--- config.mk ---
export PLATFORM = sky130hd
export DESIGN_NAME = adv_data_hid_detector_flat
export DESIGN_NICKNAME = d
export VERILOG_FILES = /design/src/rtl/core/adh_pkg.sv /design/src/rtl/core/adh_if.sv /design/src/rtl/core/adv_data_hid_detector.sv /design/src/flat_wrapper.sv
export SDC_FILE = /design/constraint.sdc
export NUM_CORES = 1
export LEC_CHECK = 0
export CORE_MARGIN = 2
export CORE_UTILIZATION = 47
export CTS_CLUSTER_DIAMETER = 100
export DETAILED_ROUTE_END_ITERATION = 16
export DONT_BUFFER_PORTS = 1
export GPL_TIMING_DRIVEN = 0
export SYNTH_ARGS = -nofsm -noshare
export SYNTH_HDL_FRONTEND = slang
export SYNTH_SLANG_ARGS = --single-unit
export TNS_END_PERCENT = 10
--- constraint.sdc ---
create_clock -name i_clk -period 4.5 [get_ports i_clk]
set_input_delay 0.675 -clock i_clk [delete_from_list [all_inputs] [get_ports i_clk]]
set_output_delay 0.675 -clock i_clk [all_outputs]
set_load 0.02 [all_outputs]
--- src/rtl/core/adh_pkg.sv ---
// ----------------------------------------------------------------------------
// adh_pkg
// Types and constants shared by the advertising-data HID detector and its
// channel interfaces.
// ----------------------------------------------------------------------------
package adh_pkg;

    localparam int unsigned BYTE_W = 8;
    localparam int unsigned WORD_W = 16;

    // Field types of interest inside an advertising-data structure.
    localparam logic [BYTE_W-1:0] KIND_UUID16_PART = 8'h02;
    localparam logic [BYTE_W-1:0] KIND_UUID16_ALL  = 8'h03;
    localparam logic [BYTE_W-1:0] KIND_APPEARANCE  = 8'h19;

    localparam logic [WORD_W-1:0] UUID_HID     = 16'h1812;
    localparam logic [9:0]        CATEGORY_HID = 10'd15;

    localparam logic [BYTE_W-1:0] COUNT_MAX = 8'hFF;

    typedef enum logic [3:0] {
        PH_LENGTH  = 4'b0001,
        PH_TYPE    = 4'b0010,
        PH_PAYLOAD = 4'b0100,
        PH_STOPPED = 4'b1000
    } t_phase;

    typedef struct packed {
        logic [BYTE_W-1:0] data_byte;
        logic              last_byte;
    } t_adh_in;

    typedef struct packed {
        logic              hid_found;
        logic [WORD_W-1:0] appearance;
    } t_adh_out;

endpackage

--- src/rtl/core/adh_if.sv ---
// ----------------------------------------------------------------------------
// adh_if
// Valid/ready channels of the advertising-data HID detector: one for the
// incoming data bytes and one for the per-stream report.
// ----------------------------------------------------------------------------
interface adh_in_if;
    logic            valid;
    logic            ready;
    adh_pkg::t_adh_in payload;

    modport source (output valid, output payload, input ready);
    modport sink   (input valid, input payload, output ready);
endinterface

interface adh_out_if;
    logic             valid;
    logic             ready;
    adh_pkg::t_adh_out payload;

    modport source (output valid, output payload, input ready);
    modport sink   (input valid, input payload, output ready);
endinterface

--- src/rtl/core/adv_data_hid_detector.sv ---
// ----------------------------------------------------------------------------
// adv_data_hid_detector
// Walks the length-type-payload structures of a BLE advertising-data stream
// and reports, on its last byte, whether the device announces itself as HID
// and which appearance value it carries.
//
//   channel   direction  payload                      request
//   i_in      sink       data_byte[7:0], last_byte    one advertising byte
//   o_out     source     hid_found, appearance[15:0]  one report per stream
//
// Each byte is captured in an input register and then folded into the parser
// state, so one byte is taken every cycle unless the input side stalls, which
// happens only when a last byte waits behind a report that has not been taken.
// A byte flagged last loads the report register and returns the parser to its
// reset state. Reset (i_rst_n low, synchronous) empties both registers.
// ----------------------------------------------------------------------------
module adv_data_hid_detector (
    input  logic      i_clk,
    input  logic      i_rst_n,
    adh_in_if.sink    i_in,
    adh_out_if.source o_out
);
    import adh_pkg::*;

    // Input register.
    logic              r_in_valid;
    logic [BYTE_W-1:0] r_in_byte;
    logic              r_in_last;

    // Parser state.
    t_phase            r_phase,       n_phase;
    logic [BYTE_W-1:0] r_remaining,   n_remaining;
    logic [BYTE_W-1:0] r_kind,        n_kind;
    logic [BYTE_W-1:0] r_count,       n_count;
    logic [BYTE_W-1:0] r_low_hold,    n_low_hold;
    logic              r_pend_hid,    n_pend_hid;
    logic [WORD_W-1:0] r_pend_app,    n_pend_app;
    logic              r_commit_hid,  n_commit_hid;
    logic [WORD_W-1:0] r_commit_app,  n_commit_app;

    // Report register.
    logic              r_out_valid;
    t_adh_out          r_out_payload;

    logic              out_free;
    logic              advance;
    logic              field_done;
    logic              uuid_kind;
    logic [WORD_W-1:0] pair;

    assign out_free = !r_out_valid || o_out.ready;
    assign advance  = r_in_valid && (!r_in_last || out_free);

    assign i_in.ready    = !r_in_valid || advance;
    assign o_out.valid   = r_out_valid;
    assign o_out.payload = r_out_payload;

    assign pair      = {r_in_byte, r_low_hold};
    assign uuid_kind = (n_kind == KIND_UUID16_PART) || (n_kind == KIND_UUID16_ALL);

    always_comb begin
        n_phase      = r_phase;
        n_remaining  = r_remaining;
        n_kind       = r_kind;
        n_count      = r_count;
        n_low_hold   = r_low_hold;
        n_pend_hid   = r_pend_hid;
        n_pend_app   = r_pend_app;
        n_commit_hid = r_commit_hid;
        n_commit_app = r_commit_app;
        field_done   = 1'b0;

        if (advance) begin
            unique case (r_phase)
                PH_LENGTH: begin
                    if (r_in_byte == '0) begin
                        n_phase = PH_STOPPED;
                    end else begin
                        n_remaining = r_in_byte;
                        n_phase     = PH_TYPE;
                    end
                end
                PH_TYPE: begin
                    n_kind      = r_in_byte;
                    n_count     = '0;
                    n_pend_hid  = 1'b0;
                    n_pend_app  = '0;
                    n_remaining = r_remaining - 1'b1;
                    if (n_remaining == '0) begin
                        field_done = 1'b1;
                    end else begin
                        n_phase = PH_PAYLOAD;
                    end
                end
                PH_PAYLOAD: begin
                    if (!r_count[0]) begin
                        n_low_hold = r_in_byte;
                    end else begin
                        if (((r_kind == KIND_UUID16_PART) || (r_kind == KIND_UUID16_ALL))
                                && pair == UUID_HID) begin
                            n_pend_hid = 1'b1;
                        end
                        if (r_kind == KIND_APPEARANCE && r_count == 8'd1) begin
                            n_pend_app = pair;
                        end
                    end
                    if (r_count != COUNT_MAX) begin
                        n_count = r_count + 1'b1;
                    end
                    n_remaining = r_remaining - 1'b1;
                    field_done  = (n_remaining == '0);
                end
                PH_STOPPED: begin
                end
                default: begin
                    n_phase = PH_STOPPED;
                end
            endcase

            // A field that has received its last byte folds into the report.
            if (field_done) begin
                if (uuid_kind) begin
                    if (n_pend_hid) begin
                        n_commit_hid = 1'b1;
                    end
                end else if (n_kind == KIND_APPEARANCE && n_count >= 8'd2) begin
                    n_commit_app = n_pend_app;
                    if (n_pend_app[WORD_W-1:6] == CATEGORY_HID) begin
                        n_commit_hid = 1'b1;
                    end
                end
                n_phase = PH_LENGTH;
            end
        end
    end

    always_ff @(posedge i_clk) begin
        if (!i_rst_n) begin
            r_in_valid <= 1'b0;
        end else if (i_in.ready) begin
            r_in_valid <= i_in.valid;
        end
        if (i_in.ready && i_in.valid) begin
            r_in_byte <= i_in.payload.data_byte;
            r_in_last <= i_in.payload.last_byte;
        end
    end

    always_ff @(posedge i_clk) begin
        if (!i_rst_n || (advance && r_in_last)) begin
            r_phase      <= PH_LENGTH;
            r_remaining  <= '0;
            r_kind       <= '0;
            r_count      <= '0;
            r_low_hold   <= '0;
            r_pend_hid   <= 1'b0;
            r_pend_app   <= '0;
            r_commit_hid <= 1'b0;
            r_commit_app <= '0;
        end else begin
            r_phase      <= n_phase;
            r_remaining  <= n_remaining;
            r_kind       <= n_kind;
            r_count      <= n_count;
            r_low_hold   <= n_low_hold;
            r_pend_hid   <= n_pend_hid;
            r_pend_app   <= n_pend_app;
            r_commit_hid <= n_commit_hid;
            r_commit_app <= n_commit_app;
        end
    end

    always_ff @(posedge i_clk) begin
        if (!i_rst_n) begin
            r_out_valid <= 1'b0;
        end else if (advance && r_in_last) begin
            r_out_valid <= 1'b1;
        end else if (o_out.ready) begin
            r_out_valid <= 1'b0;
        end
        if (advance && r_in_last) begin
            r_out_payload.hid_found  <= n_commit_hid;
            r_out_payload.appearance <= n_commit_app;
        end
    end

endmodule
--- src/flat_wrapper.sv ---
// flat-port wrapper written by rule: the top's interface ports become plain ports
module adv_data_hid_detector_flat import adh_pkg::*;
  (i_clk, i_rst_n, i_in_valid, i_in_payload, i_in_ready, o_out_valid, o_out_payload, o_out_ready);
  adh_in_if i_in_i ();
  adh_out_if o_out_i ();
  input  logic i_clk;
  input  logic i_rst_n;
  input wire logic [$bits(i_in_i.valid)-1:0] i_in_valid;
  input wire logic [$bits(i_in_i.payload)-1:0] i_in_payload;
  output wire logic [$bits(i_in_i.ready)-1:0] i_in_ready;
  output wire logic [$bits(o_out_i.valid)-1:0] o_out_valid;
  output wire logic [$bits(o_out_i.payload)-1:0] o_out_payload;
  input wire logic [$bits(o_out_i.ready)-1:0] o_out_ready;
  assign i_in_i.valid = i_in_valid;
  assign i_in_i.payload = i_in_payload;
  assign i_in_ready = i_in_i.ready;
  assign o_out_valid = o_out_i.valid;
  assign o_out_payload = o_out_i.payload;
  assign o_out_i.ready = o_out_ready;
  adv_data_hid_detector u_core (.i_clk(i_clk), .i_rst_n(i_rst_n), .i_in(i_in_i), .o_out(o_out_i));
endmodule
### Word-level counts from Yosys, hierarchy flattened

Cells that the tools add are included.

* bits in registers: 98
* input bits: 13
* word-level logic and storage cells: 96

* multiplexer cells: 35
* reductions and logical operators: 25
* $lt $le $gt $ge: 1
* add/subtract/negate cells: 2
* bitwise logic cells: 1
* equal/unequal tests: 17

Operators by type and width (count)
* 16-bit 2-to-1 mux: 7
* 8-bit 2-to-1 mux: 6
* 8-bit by 2-bit == test with 1-bit output, second input constant: 4
* 16-bit case mux with 2 select lines: 1
* 8-bit case mux with 2 select lines: 2
* 16-bit by 13-bit == test with 1-bit output, second input constant: 1
* 8-bit by 5-bit == test with 1-bit output, second input constant: 2
* 8-bit zero test: 2
* 1-bit 2-to-1 mux: 13
* 4-bit 2-to-1 mux: 3
* 4-bit case mux with 3 select lines: 1
* 10-bit by 4-bit == test with 1-bit output, second input constant: 1
* 3-bit AND reduction: 3
* 8-bit by 1-bit adder with 8-bit output, second input constant: 1
* 8-bit by 1-bit == test with 1-bit output, second input constant: 1
* 8-bit by 2-bit >= comparator with 1-bit output, second input constant: 1
* 8-bit != test, second input constant: 1
* 8-bit by 1-bit subtractor with 8-bit output, second input constant: 1
* 1-bit logical AND: 6
* 1-bit logical OR: 6
* 4-bit by 1-bit == test with 1-bit output, second input constant: 1
* 4-bit by 2-bit == test with 1-bit output, second input constant: 1
* 4-bit by 3-bit == test with 1-bit output, second input constant: 1
* 4-bit == test, second input constant: 1
* 8 further kinds: 14

### Depth between registers and ports, before layout

Gate-level depths: netlist of run 1.

* depth after elaboration: 12
* mapped depth: 10
* gate-level depth less buffers: 8

### Worst setup path before layout of run 1

No wires, ideal clock.

* kind: register -> register
* start: register u_core.r_phase[2]
* end: register u_core.r_out_payload (netlist bit u_core.o_out.payload[10]), data pin
* data required time: 4.233 ns
* data arrival time: 2.486 ns
* clock period less this slack: 2.753 ns
* buffers on the path: 4
* cell stages (with the launch flop): 11
* path slack: 1.747 ns
* library setup time: 0.267 ns
* path through: dfxtp_1 -> buf_4 -> nor4b_4 -> nand3_1 -> buf_2 -> mux2i_1 -> or4b_1 -> buf_4 -> buf_6 -> a311oi_2 -> a21oi_1

* longest elaborated chain between the ends: 9
* elaborated cells between the ends (all ways): 21

RTL lines
* start, declared: line adv_data_hid_detector.sv:31 `t_phase r_phase, n_phase;`
* start signal, assigned: line adv_data_hid_detector.sv:161 `r_phase <= n_phase;`
* 4-bit by 3-bit == test with 1-bit output or 4-bit by 2-bit == test with 1-bit output (tied branches): line adv_data_hid_detector.sv:74 `unique case (r_phase)`
* 8-bit case mux with 2 select lines or 8-bit 2-to-1 mux (tied branches): line adv_data_hid_detector.sv:74
* 8-bit 2-to-1 mux: line adv_data_hid_detector.sv:73 `if (advance) begin`
* 8-bit by 2-bit >= comparator with 1-bit output (tied with other cells): line adv_data_hid_detector.sv:126 `end else if (n_kind == KIND_APPEARANCE && n_count >= 8'd2) begin`
* 1-bit logical AND or 8-bit by 2-bit == test with 1-bit output (tied branches): line adv_data_hid_detector.sv:126, adv_data_hid_detector.sv:59
* 16-bit 2-to-1 mux or 1-bit logical OR (tied branches): line adv_data_hid_detector.sv:126, adv_data_hid_detector.sv:59
* 16-bit 2-to-1 mux: line adv_data_hid_detector.sv:122 `if (uuid_kind) begin`
* 16-bit 2-to-1 mux (*): line adv_data_hid_detector.sv:121 `if (field_done) begin`
* 16-bit 2-to-1 mux (*): line adv_data_hid_detector.sv:73
* via u_core.n_commit_app[10]: line adv_data_hid_detector.sv:39 `logic [WORD_W-1:0] r_commit_app, n_commit_app;`
* end, declared: line adv_data_hid_detector.sv:43 `t_adh_out r_out_payload;`

The timed path passes the listed nets; every way through them passes the cells marked *. The select of a mux whose other input is x is not followed.
A chain may end at the register's enable or synchronous reset.

### Final worst setup path of run 1

* start: register u_core.r_count[0]
* end: register u_core.r_out_payload (netlist bit u_core.o_out.payload[8]), data pin

* longest elaborated chain between the ends: 10
* elaborated cells between the ends (all ways): 17

RTL lines
* start, declared: line adv_data_hid_detector.sv:34 `logic [BYTE_W-1:0] r_count, n_count;`
* start signal, assigned: line adv_data_hid_detector.sv:164 `r_count <= n_count;`
* 8-bit by 1-bit adder with 8-bit output (tied with other cells): line adv_data_hid_detector.sv:108 `n_count = r_count + 1'b1;`
* 8-bit 2-to-1 mux or 1-bit logical AND (tied branches): line adv_data_hid_detector.sv:107, adv_data_hid_detector.sv:103
* 8-bit case mux with 2 select lines or 16-bit 2-to-1 mux (tied branches): line adv_data_hid_detector.sv:74, adv_data_hid_detector.sv:103
* 8-bit 2-to-1 mux or 16-bit 2-to-1 mux (tied branches): line adv_data_hid_detector.sv:73, adv_data_hid_detector.sv:96
* 8-bit by 2-bit >= comparator with 1-bit output or 16-bit case mux with 2 select lines (tied branches): line adv_data_hid_detector.sv:126, adv_data_hid_detector.sv:74
* 1-bit logical AND or 16-bit 2-to-1 mux (tied branches): line adv_data_hid_detector.sv:126, adv_data_hid_detector.sv:73
* 16-bit 2-to-1 mux (*): line adv_data_hid_detector.sv:126
* 16-bit 2-to-1 mux (*): line adv_data_hid_detector.sv:122
* 16-bit 2-to-1 mux (*): line adv_data_hid_detector.sv:121
* 16-bit 2-to-1 mux (*): line adv_data_hid_detector.sv:73
* via u_core.n_commit_app[8]: line adv_data_hid_detector.sv:39

Marked as above.

==> flow_summary.json, run 1 <==
{
  "start_util_pct": 48.22,
  "ys_types": 60,
  "dieWidth_um": 106.7,
  "route.detailed.drc": 0,
  "nNetsFinal": 544,
  "syn_area_sq_um": 4956,
  "dp.cells": 652,
  "grt_pass1_vias": 3801,
  "synth_top_area_share_pct": 29.08,
  "post-place-ws_ns": 1.096,
  "cts_sinks": 98,
  "finalHoldWorstSlack_ns": 0.3993,
  "end_kind": "register",
  "p_sw_share_pct": 24.81,
  "gr-total-overflow": 0,
  "final_cells": 668,
  "yosys_register_bits": 98,
  "dp_hpwl_um": 8163,
  "final_util_pct": 51.96,
  "status": "completed",
  "syn_nets": 533,
  "ys.flop_type": "dfxtp_1",
  "rsz0062_at_grt": "no",
  "routed_wl_um": 11850,
  "seqPwrFrac_pct": 57.0,
  "synth-seq-area-share_pct": 44.84,
  "hold_path_class": "input pin to register",
  "core_sq_um": 10280,
  "cts_tree": "done",
  "p_comb_share_pct": 5.7,
  "max-cap-violations": 0,
  "place.gp.congestion": 0.8605,
  "worstPathMaxFanout": 10,
  "synthCells": 516,
  "crit_type": "register to register",
  "p_total_mw": 1.649,
  "fin_ws_ns": 1.075,
  "cts.repair.resized": 0,
  "timing.final.crit_period_ns": 3.425,
  "ys_warn_count": 0,
  "setup_violations": 0,
  "nFillCells": 1004,
  "num_rows": 37,
  "startpoint_type": "register",
  "synth-edff-count": 26,
  "vias_per_cell": 5.909,
  "n_antenna_cell": 0,
  "grt_use_total_pct": 22.18,
  "htree_levels": 3,
  "peakVddDrop_v": 0.0002371,
  "finalClockSkew_ns": 0.01561,
  "clk_pin_slew_ns": 0.10,
  "postCtsSetupBuffers": 0,
  "slew_headroom_pct": 41.80,
  "yosysTopAreaCell": "dfxtp_1",
  "synthTopCellsByArea": "dfxtp_1 29%, edfxtp_1 16%, nor2_1 4.5%",
  "drive_gt1_share_pct": 14.47,
  "final_area_sq_um": 5340,
  "drt_iter0_drc": 309,
  "max_slew.worst_pin.slew_ns": 0.8730,
  "placed_area_sq_um": 5126,
  "antenna_found_initial": 0,
  "first_pass_iters": 6,
  "wl_per_cell_um": 17.75,
  "grt_pass1_wl_um": 19730,
  "max_freq_ghz": 0.2920,
  "area_growth_pct": 7.751,
  "internal_power_mw": 1.240,
  "clock_path_buffers": 2,
  "power.switching_mw": 0.4092,
  "crit_arrival_ns": 3.53,
  "cts_hold_buf": 0,
  "final_hold_viol_count": 0,
  "io_buffers": 0,
  "p_leak_nw": 1.851,
  "cts_buffers": 9,
  "synthArstFlopShare_pct": 0,
  "clkLatencyLatePin_ns": 0.37,
  "grt_max_degree": 19,
  "io_pins": 32,
  "p_per_area_nw_per_um2": 308.9,
  "slew_violations": 0,
  "fin_crit_sh_pct": 76.12,
  "detail-route-antenna-nets": 0,
  "required_ns": 4.61,
  "pwr-share-clk_pct": 37.3,
  "final.setup.tns_ns": 0,
  "cts_root_buffer": "clkbuf_8",
  "die_h_um": 106.7,
  "die-area_sq_um": 11380,
  "avgSynthCellArea_sq_um": 9.605,
  "vias": 3947
}
Yosys cell counts, types with 3 or more instances:
cell type and count:
nand2_1 23, nor4b_1 4, a311oi_2 10, nor2_1 60, or4_1 4, buf_6 3, buf_4 3, a211oi_1 3
and2_1 3, or3_1 6, nand3b_1 3, or4b_1 4, mux2_2 16, a21oi_1 40, ha_1 4, inv_1 21
nand3_1 10, edfxtp_1 26, nor2b_1 19, buf_2 7, a211oi_2 13, o21ai_0 16, a311oi_1 6, nand2b_1 8
nand4_1 5, mux2i_1 19, and3_1 5, a22oi_1 20, a31oi_1 6, clkbuf_1 25, dfxtp_1 72, nor3_1 16
final timing paths:
path	slack [ns]	depth (start not counted)	endpoint	startpoint
setup / recovery	1.07	8	u_core.o_out.payload[8]	u_core.r_count[0]
setup reg to reg	1.07	8	u_core.o_out.payload[8]	u_core.r_count[0]
hold / removal	0.40	0	u_core.r_in_byte[6]	i_in_payload[7]
hold reg to reg	0.47	2	u_core.r_commit_app[1]	u_core.r_commit_app[1]
sequential cells by signal, summed over array words and instances, names as in the netlist:
register / count
u_core.r_low_hold: 8
u_core.r_in_byte: 8
u_core.r_pend_app: 16
u_core.r_kind: 8
u_core.r_pend_hid: 1
u_core.r_commit_hid: 1
u_core.r_remaining: 8
u_core.r_commit_app: 16
u_core.r_count: 8
u_core.r_in_last: 1
u_core.r_in_valid: 1
u_core.o_out.valid: 1
u_core.o_out.payload: 17
u_core.r_phase: 4
worst max-delay path: stages (launching register included):
cell	delay, ns
dfxtp_1	0.53
ha_1	0.35
nand3_1	0.18
o2111ai_1	0.37
o22ai_1	0.14
nor2_1	0.60
a311o_1	0.42
clkbuf_1	0.41
a21oi_1	0.14
layout by cell type, fill, tap and decap left out, drive strengths merged, types with 3 or more instances in the layout:
cell type | Yosys | final
dfxtp | 72 | 72
nor2 | 60 | 60
a21oi | 40 | 40
clkbuf | 26 | 38
edfxtp | 26 | 26
nand2 | 24 | 24
inv | 21 | 22
a22oi | 20 | 20
mux2i | 19 | 19
nor2b | 19 | 19
o21ai | 17 | 17
nor3 | 16 | 16
mux2 | 16 | 16
a211oi | 16 | 16
a311oi | 16 | 16
buf | 14 | 14
nand3 | 10 | 10
nand2b | 8 | 8
or3 | 6 | 6
a31oi | 6 | 6
nor4b | 6 | 6
and3 | 5 | 5
nand4 | 5 | 5
or4b | 5 | 5
or4 | 4 | 4
ha | 4 | 4
and2 | 4 | 4
nand3b | 3 | 3
final cells by class:
cell class	instances	area (sq um)	share of cell area [%]
Buffer	40	193.9	3.632
Clock buffer	12	155.1	2.905
Clock inverter	4	58.81	1.101
Inverter	21	78.83	1.476
Multi-Input combinational cell	357	2461	46.09
Sequential cell	98	2222	41.61
Tap cell	136	170.2	3.187
layer usage:
metal	global-route usage (%)	up-vias	wire length [um]
met1	32.07	1942	5823
li1	-	1912	-
met2	34.26	86	5484
met4	6.957	0	107
met3	3.283	7	439
met5	0	-	0
power by group through the flow:
stage / Sequential [mW] / Combinational, mW / Clock [mW]
after floorplan: 0.953 / 0.0693 / 0
after global placement: 0.960 / 0.0920 / 0
after detailed placement: 0.960 / 0.0938 / 0
after CTS: 0.940 / 0.0941 / 0.629
after global routing: 0.942 / 0.105 / 0.661
final: 0.940 / 0.0941 / 0.616
logic make-up after synthesis:
logic type               after synthesis  synth area share, %
XOR/XNOR                               3               0.6818
flip-flops                            98                44.84
buffers and inverters                 61                5.503
AND/OR/NAND/NOR                      183                20.25
multiplexers                          35                7.473
adder cells (fa/ha/maj)                4                1.010
AO/OA/AOI/OAI                        132                20.25
No activity file was read; power rests on OpenSTA's default activity.
==> inputs of run 2 (changes only) <==
==> constraint.sdc (replaced) <==
create_clock -name i_clk -period 3.3 [get_ports i_clk]
set_input_delay 0.495 -clock i_clk [delete_from_list [all_inputs] [get_ports i_clk]]
set_output_delay 0.495 -clock i_clk [all_outputs]
set_load 0.02 [all_outputs]
==> run 2 against run 1 <==
Effect of this change:
- global-route usage barely moved
- critical path depth did not move
- combinational power rose by 37%
- clock power rose by 36%
- wire length rose by 0.20%
- sequential share of layout area fell by 0.24 points
- power rose by 36%
- non-clock buffer count rose by 3
- final cell count rose by 0.45%
- highest routed layer unchanged
==> flow_summary.json, run 2 (same netlist as run 1, synthesis figures left out) <==
{
  "startpoint_type": "register",
  "final_cells": 671,
  "max_slew.worst_pin.slew_ns": 0.8719,
  "slew_violations": 0,
  "fin_crit_sh_pct": 94.08,
  "crit_arrival_ns": 3.21,
  "r2r_slack_ns": 0.20,
  "antenna_found_initial": 0,
  "cts_hold_buf": 0,
  "grt_pass1_wl_um": 19750,
  "crit_chain": "ha_1 > nand3_1 > o2111ai_1 > o22ai_1 > nor2_2 > a311o_1 > buf_2 > a21oi_1",
  "cp_slowest_stage_delay_ns": 0.54,
  "max_freq_ghz": 0.3221,
  "slew_headroom_pct": 41.87,
  "route.detailed.drc": 0,
  "timing.final.crit_period_ns": 3.105,
  "htree_levels": 3,
  "required_ns": 3.41,
  "drive_gt1_share_pct": 15.70,
  "gr-total-overflow": 0,
  "dieWidth_um": 106.7,
  "detail-route-antenna-nets": 0,
  "final_hold_viol_count": 0,
  "grt_pass1_vias": 3808,
  "grt_use_total_pct": 22.20,
  "max-cap-violations": 0,
  "placed_area_sq_um": 5126,
  "io_buffers": 0,
  "hold_path_depth": 0,
  "start_util_pct": 48.22,
  "finalClockSkew_ns": 0.01436,
  "p_total_mw": 2.249,
  "p_per_area_nw_per_um2": 418.7,
  "die_h_um": 106.7,
  "final_common_cell": "dfxtp_1",
  "grt_max_degree": 19,
  "num_rows": 37,
  "r2r_cells": 8,
  "crit_type": "register to register",
  "cts_sinks": 98,
  "n_antenna_cell": 0,
  "worstPathMaxFanout": 10,
  "vias_per_cell": 5.884,
  "place.gp.congestion": 0.8605,
  "dp.cells": 652,
  "final_area_sq_um": 5371,
  "final.setup.tns_ns": 0,
  "p_leak_nw": 1.878,
  "rsz0062_at_grt": "no",
  "clock_path_buffers": 2,
  "nNetsFinal": 547,
  "clk_pin_slew_ns": 0.10,
  "drt_iter0_drc": 255,
  "core_sq_um": 10280,
  "io_pins": 32,
  "status": "completed",
  "first_pass_iters": 5,
  "routed_wl_um": 11880,
  "end_kind": "register",
  "wl_per_cell_um": 17.70,
  "cts_buffers": 9,
  "cts_root_buffer": "clkbuf_8",
  "r2r_start": "u_core.r_count[0]",
  "clkLatencyLatePin_ns": 0.37,
  "hold_path_class": "input pin to register",
  "min_from": "i_in_payload[7]",
  "final_cell_mix": "72 x dfxtp_1, 59 x nor2_1, 40 x a21oi_1",
  "largest_register_ffs": 17,
  "final_util_pct": 52.26,
  "cts_tree": "done",
  "reg2reg_to": "u_core.o_out.payload[15]",
  "dp_hpwl_um": 8163,
  "setup_violations": 0,
  "die-area_sq_um": 11380,
  "peakVddDrop_v": 0.0003239,
  "hold_path_end": "u_core.r_in_byte[6]",
  "vias": 3948,
  "area_growth_pct": 8.382,
  "finalHoldWorstSlack_ns": 0.2196,
  "fin_ws_ns": 0.1954,
  "crit_slowest_cell": "dfxtp_1",
  "post-place-ws_ns": -0.1043
}
[run 2: cell count changes in the layout (fill, tap and decap cells not counted)]
cell and change:
buf_4 +4, clkbuf_1 -2, clkbuf_2 +2, buf_1 -1, nor2_1 -1, nor2_2 +1
[run 2: worst max path at each step]
stage	from	to
after CTS	u_core.r_phase[2]	u_core.o_out.payload[7]
after global placement	u_core.r_count[0]	u_core.o_out.payload[8]
after detailed placement	u_core.r_count[0]	u_core.o_out.payload[8]
after floorplan	u_core.r_phase[2]	u_core.o_out.payload[10]
after global routing	u_core.r_count[0]	u_core.o_out.payload[4]
final	u_core.r_count[0]	u_core.o_out.payload[15]
[run 2: final cells by class]
type                            instances  area [sq um]
Buffer                                 39         192.7
Clock buffer                           12         155.1
Clock inverter                          4         58.81
Fill cell                            1008          4906
Inverter                               21         78.83
Multi-Input combinational cell        357          2464
Sequential cell                        98          2222
Tap cell                              136         170.2
Timing Repair Buffer                    4         30.03
[run 2: worst max-delay path: cells and delay by family, from the launching register on]
kind / cells / cell delay, ns
buffers and inverters: 1 / 0.31
adder cells (fa/ha/maj): 1 / 0.35
flip-flops: 1 / 0.54
AO/OA/AOI/OAI: 4 / 1.04
AND/OR/NAND/NOR: 2 / 0.59
[run 2: timing repair]
item	4_1_cts	5_1_grt
setup endpoints to repair	10	35
gates resized for setup	1	4
setup buffers	0	4
cloned	0	0
pin swaps	0	2
[run 2: report_power, final]
| group | internal (mW) | switching (mW) | total, mW |
|---|---|---|---|
| Clock | 0.401 | 0.437 | 0.838 |
| Combinational | 0.0401 | 0.0890 | 0.129 |
| Sequential | 1.25 | 0.0306 | 1.28 |
[run 2: per-layer routing]
metal	part of all wire, %	global-route usage [%]	vias up
met2	46	34.30	83
met4	1.0	6.957	0
met5	0	0	-
li1	-	-	1921
met1	50	32.07	1933
met3	3.4	3.283	11
==> inputs of run 3 (changes only) <==
--- a/config.mk
+++ b/config.mk
@@ -7,10 +7,10 @@
 export LEC_CHECK = 0
 export CORE_MARGIN = 2
 export CORE_UTILIZATION = 47
-export CTS_CLUSTER_DIAMETER = 100
 export DETAILED_ROUTE_END_ITERATION = 16
 export DONT_BUFFER_PORTS = 1
 export GPL_TIMING_DRIVEN = 0
+export PLACE_DENSITY = 0.63
 export SYNTH_ARGS = -nofsm -noshare
 export SYNTH_HDL_FRONTEND = slang
 export SYNTH_SLANG_ARGS = --single-unit
==> run 3 against run 2 <==
Effect of this change:
- clock skew barely moved
- register-to-register slack improved by 0.08 ns
- clock power fell by 15%
==> flow_summary.json, run 3 (same netlist as run 1, synthesis figures left out) <==
{
  "status": "completed",
  "p_sw_share_pct": 26.02,
  "drt_iter0_drc": 286,
  "nNetsFinal": 547,
  "internal_power_mw": 1.570,
  "post-place-ws_ns": -0.01347,
  "p_comb_share_pct": 6.1,
  "final_cell_mix": "72 x dfxtp_1, 59 x nor2_1, 40 x a21oi_1",
  "cts_tree": "done",
  "clk_pin_slew_ns": 0.10,
  "first_pass_iters": 5,
  "clock_path_buffers": 2,
  "core_sq_um": 10280,
  "fin_crit_sh_pct": 91.65,
  "route.detailed.drc": 0,
  "htree_levels": 3,
  "final_common_cell": "dfxtp_1",
  "max_slew.worst_pin.slew_ns": 0.9297,
  "crit_start": "u_core.r_remaining[0]",
  "min_from": "i_in_payload[6]",
  "vias": 3927,
  "hold_path_class": "input pin to register",
  "die_h_um": 106.7,
  "final_hold_viol_count": 0,
  "n_antenna_cell": 0,
  "place.gp.congestion": 0.8698,
  "wl_met3_um": 574,
  "grt_max_degree": 19,
  "wl_per_cell_um": 17.45,
  "clkLatencyLatePin_ns": 0.37,
  "max-cap-violations": 0,
  "die-area_sq_um": 11380,
  "drive_gt1_share_pct": 15.51,
  "max_freq_ghz": 0.3306,
  "antenna_found_initial": 0,
  "slew_headroom_pct": 38.02,
  "cts_sinks": 98,
  "worstPathMaxFanout": 10,
  "vias_per_cell": 5.852,
  "r2r_start": "u_core.r_remaining[0]",
  "power.switching_mw": 0.5524,
  "start_util_pct": 48.22,
  "final_cells": 671,
  "p_leak_nw": 1.845,
  "cts_root_buffer": "clkbuf_8",
  "io_pins": 32,
  "timing.final.crit_period_ns": 3.024,
  "peakVddDrop_v": 0.0002291,
  "rsz0062_at_grt": "no",
  "fin_ws_ns": 0.2755,
  "grt_use_total_pct": 21.42,
  "final.setup.tns_ns": 0,
  "finalHoldWorstSlack_ns": 0.2166,
  "setup_violations": 0,
  "seqPwrFrac_pct": 60.4,
  "detail-route-antenna-nets": 0,
  "dp_hpwl_um": 7994,
  "dieWidth_um": 106.7,
  "dp.cells": 652,
  "num_rows": 37,
  "crit_chain": "inv_1 > ha_1 > nand2b_1 > nand4_1 > or4_1 > or4b_1 > buf_4 > buf_6 > a311oi_2 > a21oi_1",
  "cp_slowest_stage_delay_ns": 0.49,
  "pwr-share-clk_pct": 33.5,
  "end_kind": "register",
  "area_growth_pct": 7.523,
  "io_buffers": 0,
  "gr-total-overflow": 0,
  "crit_type": "register to register",
  "finalClockSkew_ns": 0.01446,
  "dr_wl_met2_um": 5411,
  "cts_buffers": 9,
  "crit_slowest_cell": "or4_1",
  "grt_pass1_wl_um": 19190,
  "grt_pass1_vias": 3687,
  "highest_layer": "met4",
  "routed_wl_um": 11710,
  "largest_register_ffs": 17,
  "startpoint_type": "register",
  "wl_met1_um": 5594,
  "slew_violations": 0,
  "p_per_area_nw_per_um2": 398.3,
  "required_ns": 3.41,
  "crit_arrival_ns": 3.14
}
[run 3: cell types whose count changed in the layout (fill, tap and decap cells not counted)]
cell and delta:
bufinv_16 -1, clkbuf_1 +1, clkbuf_8 -2, clkinv_4 -1, clkinvlp_4 +3, inv_6 +1, inv_8 -1
[run 3: per-stage QoR]
step / util (%) / total power, mW / cell area [sq um]
2_1_floorplan: - / 1.393 / 4956
3_3_place_gp: 49.88 / 1.433 / 5126
3_5_place_dp: 49.88 / 1.436 / 5126
4_1_cts: 51.57 / 2.141 / 5300
5_1_grt: 51.85 / 2.213 / 5329
6_report: 51.85 / 2.123 / 5329
[run 3: routing by layer]
layer / vias to the layer above / GRT usage [%]
li1: 1915 / -
met1: 1894 / 30.51
met2: 105 / 33.35
met3: 13 / 4.012
met4: 0 / 6.030
met5: - / 0
[run 3: final timing paths]
check | endpoint | depth (start not counted) | slack (ns)
worst max-delay path | u_core.o_out.payload[5] | 10 | 0.28
worst min-delay path | u_core.r_in_byte[5] | 0 | 0.22
worst max register to register | u_core.o_out.payload[5] | 10 | 0.28
worst min register to register | u_core.r_commit_app[0] | 2 | 0.47
[run 3: critical path: cells and delay by family, from the launching register on]
family | cells | cell delay [ns]
and+or+nand+nor | 4 | 1.25
DFF | 1 | 0.45
buffers and inverters | 3 | 0.42
AOI/OAI and AO/OA | 2 | 0.41
adders and majority gates | 1 | 0.25
[run 3: layout make-up]
class	count	area, sq um
Buffer	39	192.7
Tap cell	136	170.2
Fill cell	985	4949
Timing Repair Buffer	4	30.03
Clock inverter	5	40.04
Clock buffer	11	131.4
Inverter	21	78.83
Multi-Input combinational cell	357	2464
Sequential cell	98	2222
[run 3: power groups by stage]
stage / Sequential, mW / Clock (mW) / Combinational (mW)
5_1_grt: 1.28 / 0.785 / 0.143
4_1_cts: 1.28 / 0.732 / 0.128
3_5_place_dp: 1.31 / 0 / 0.127
6_report: 1.28 / 0.712 / 0.129
2_1_floorplan: 1.30 / 0 / 0.0945
3_3_place_gp: 1.31 / 0 / 0.124
[run 3: what timing repair did]
item	4_1_cts	5_1_grt
hold endpoints to repair	0	0
endpoints found under the setup margin	10	29
buffers inserted	0	4
pin swaps	0	2
hold buffers	0	0
resized for setup	1	4
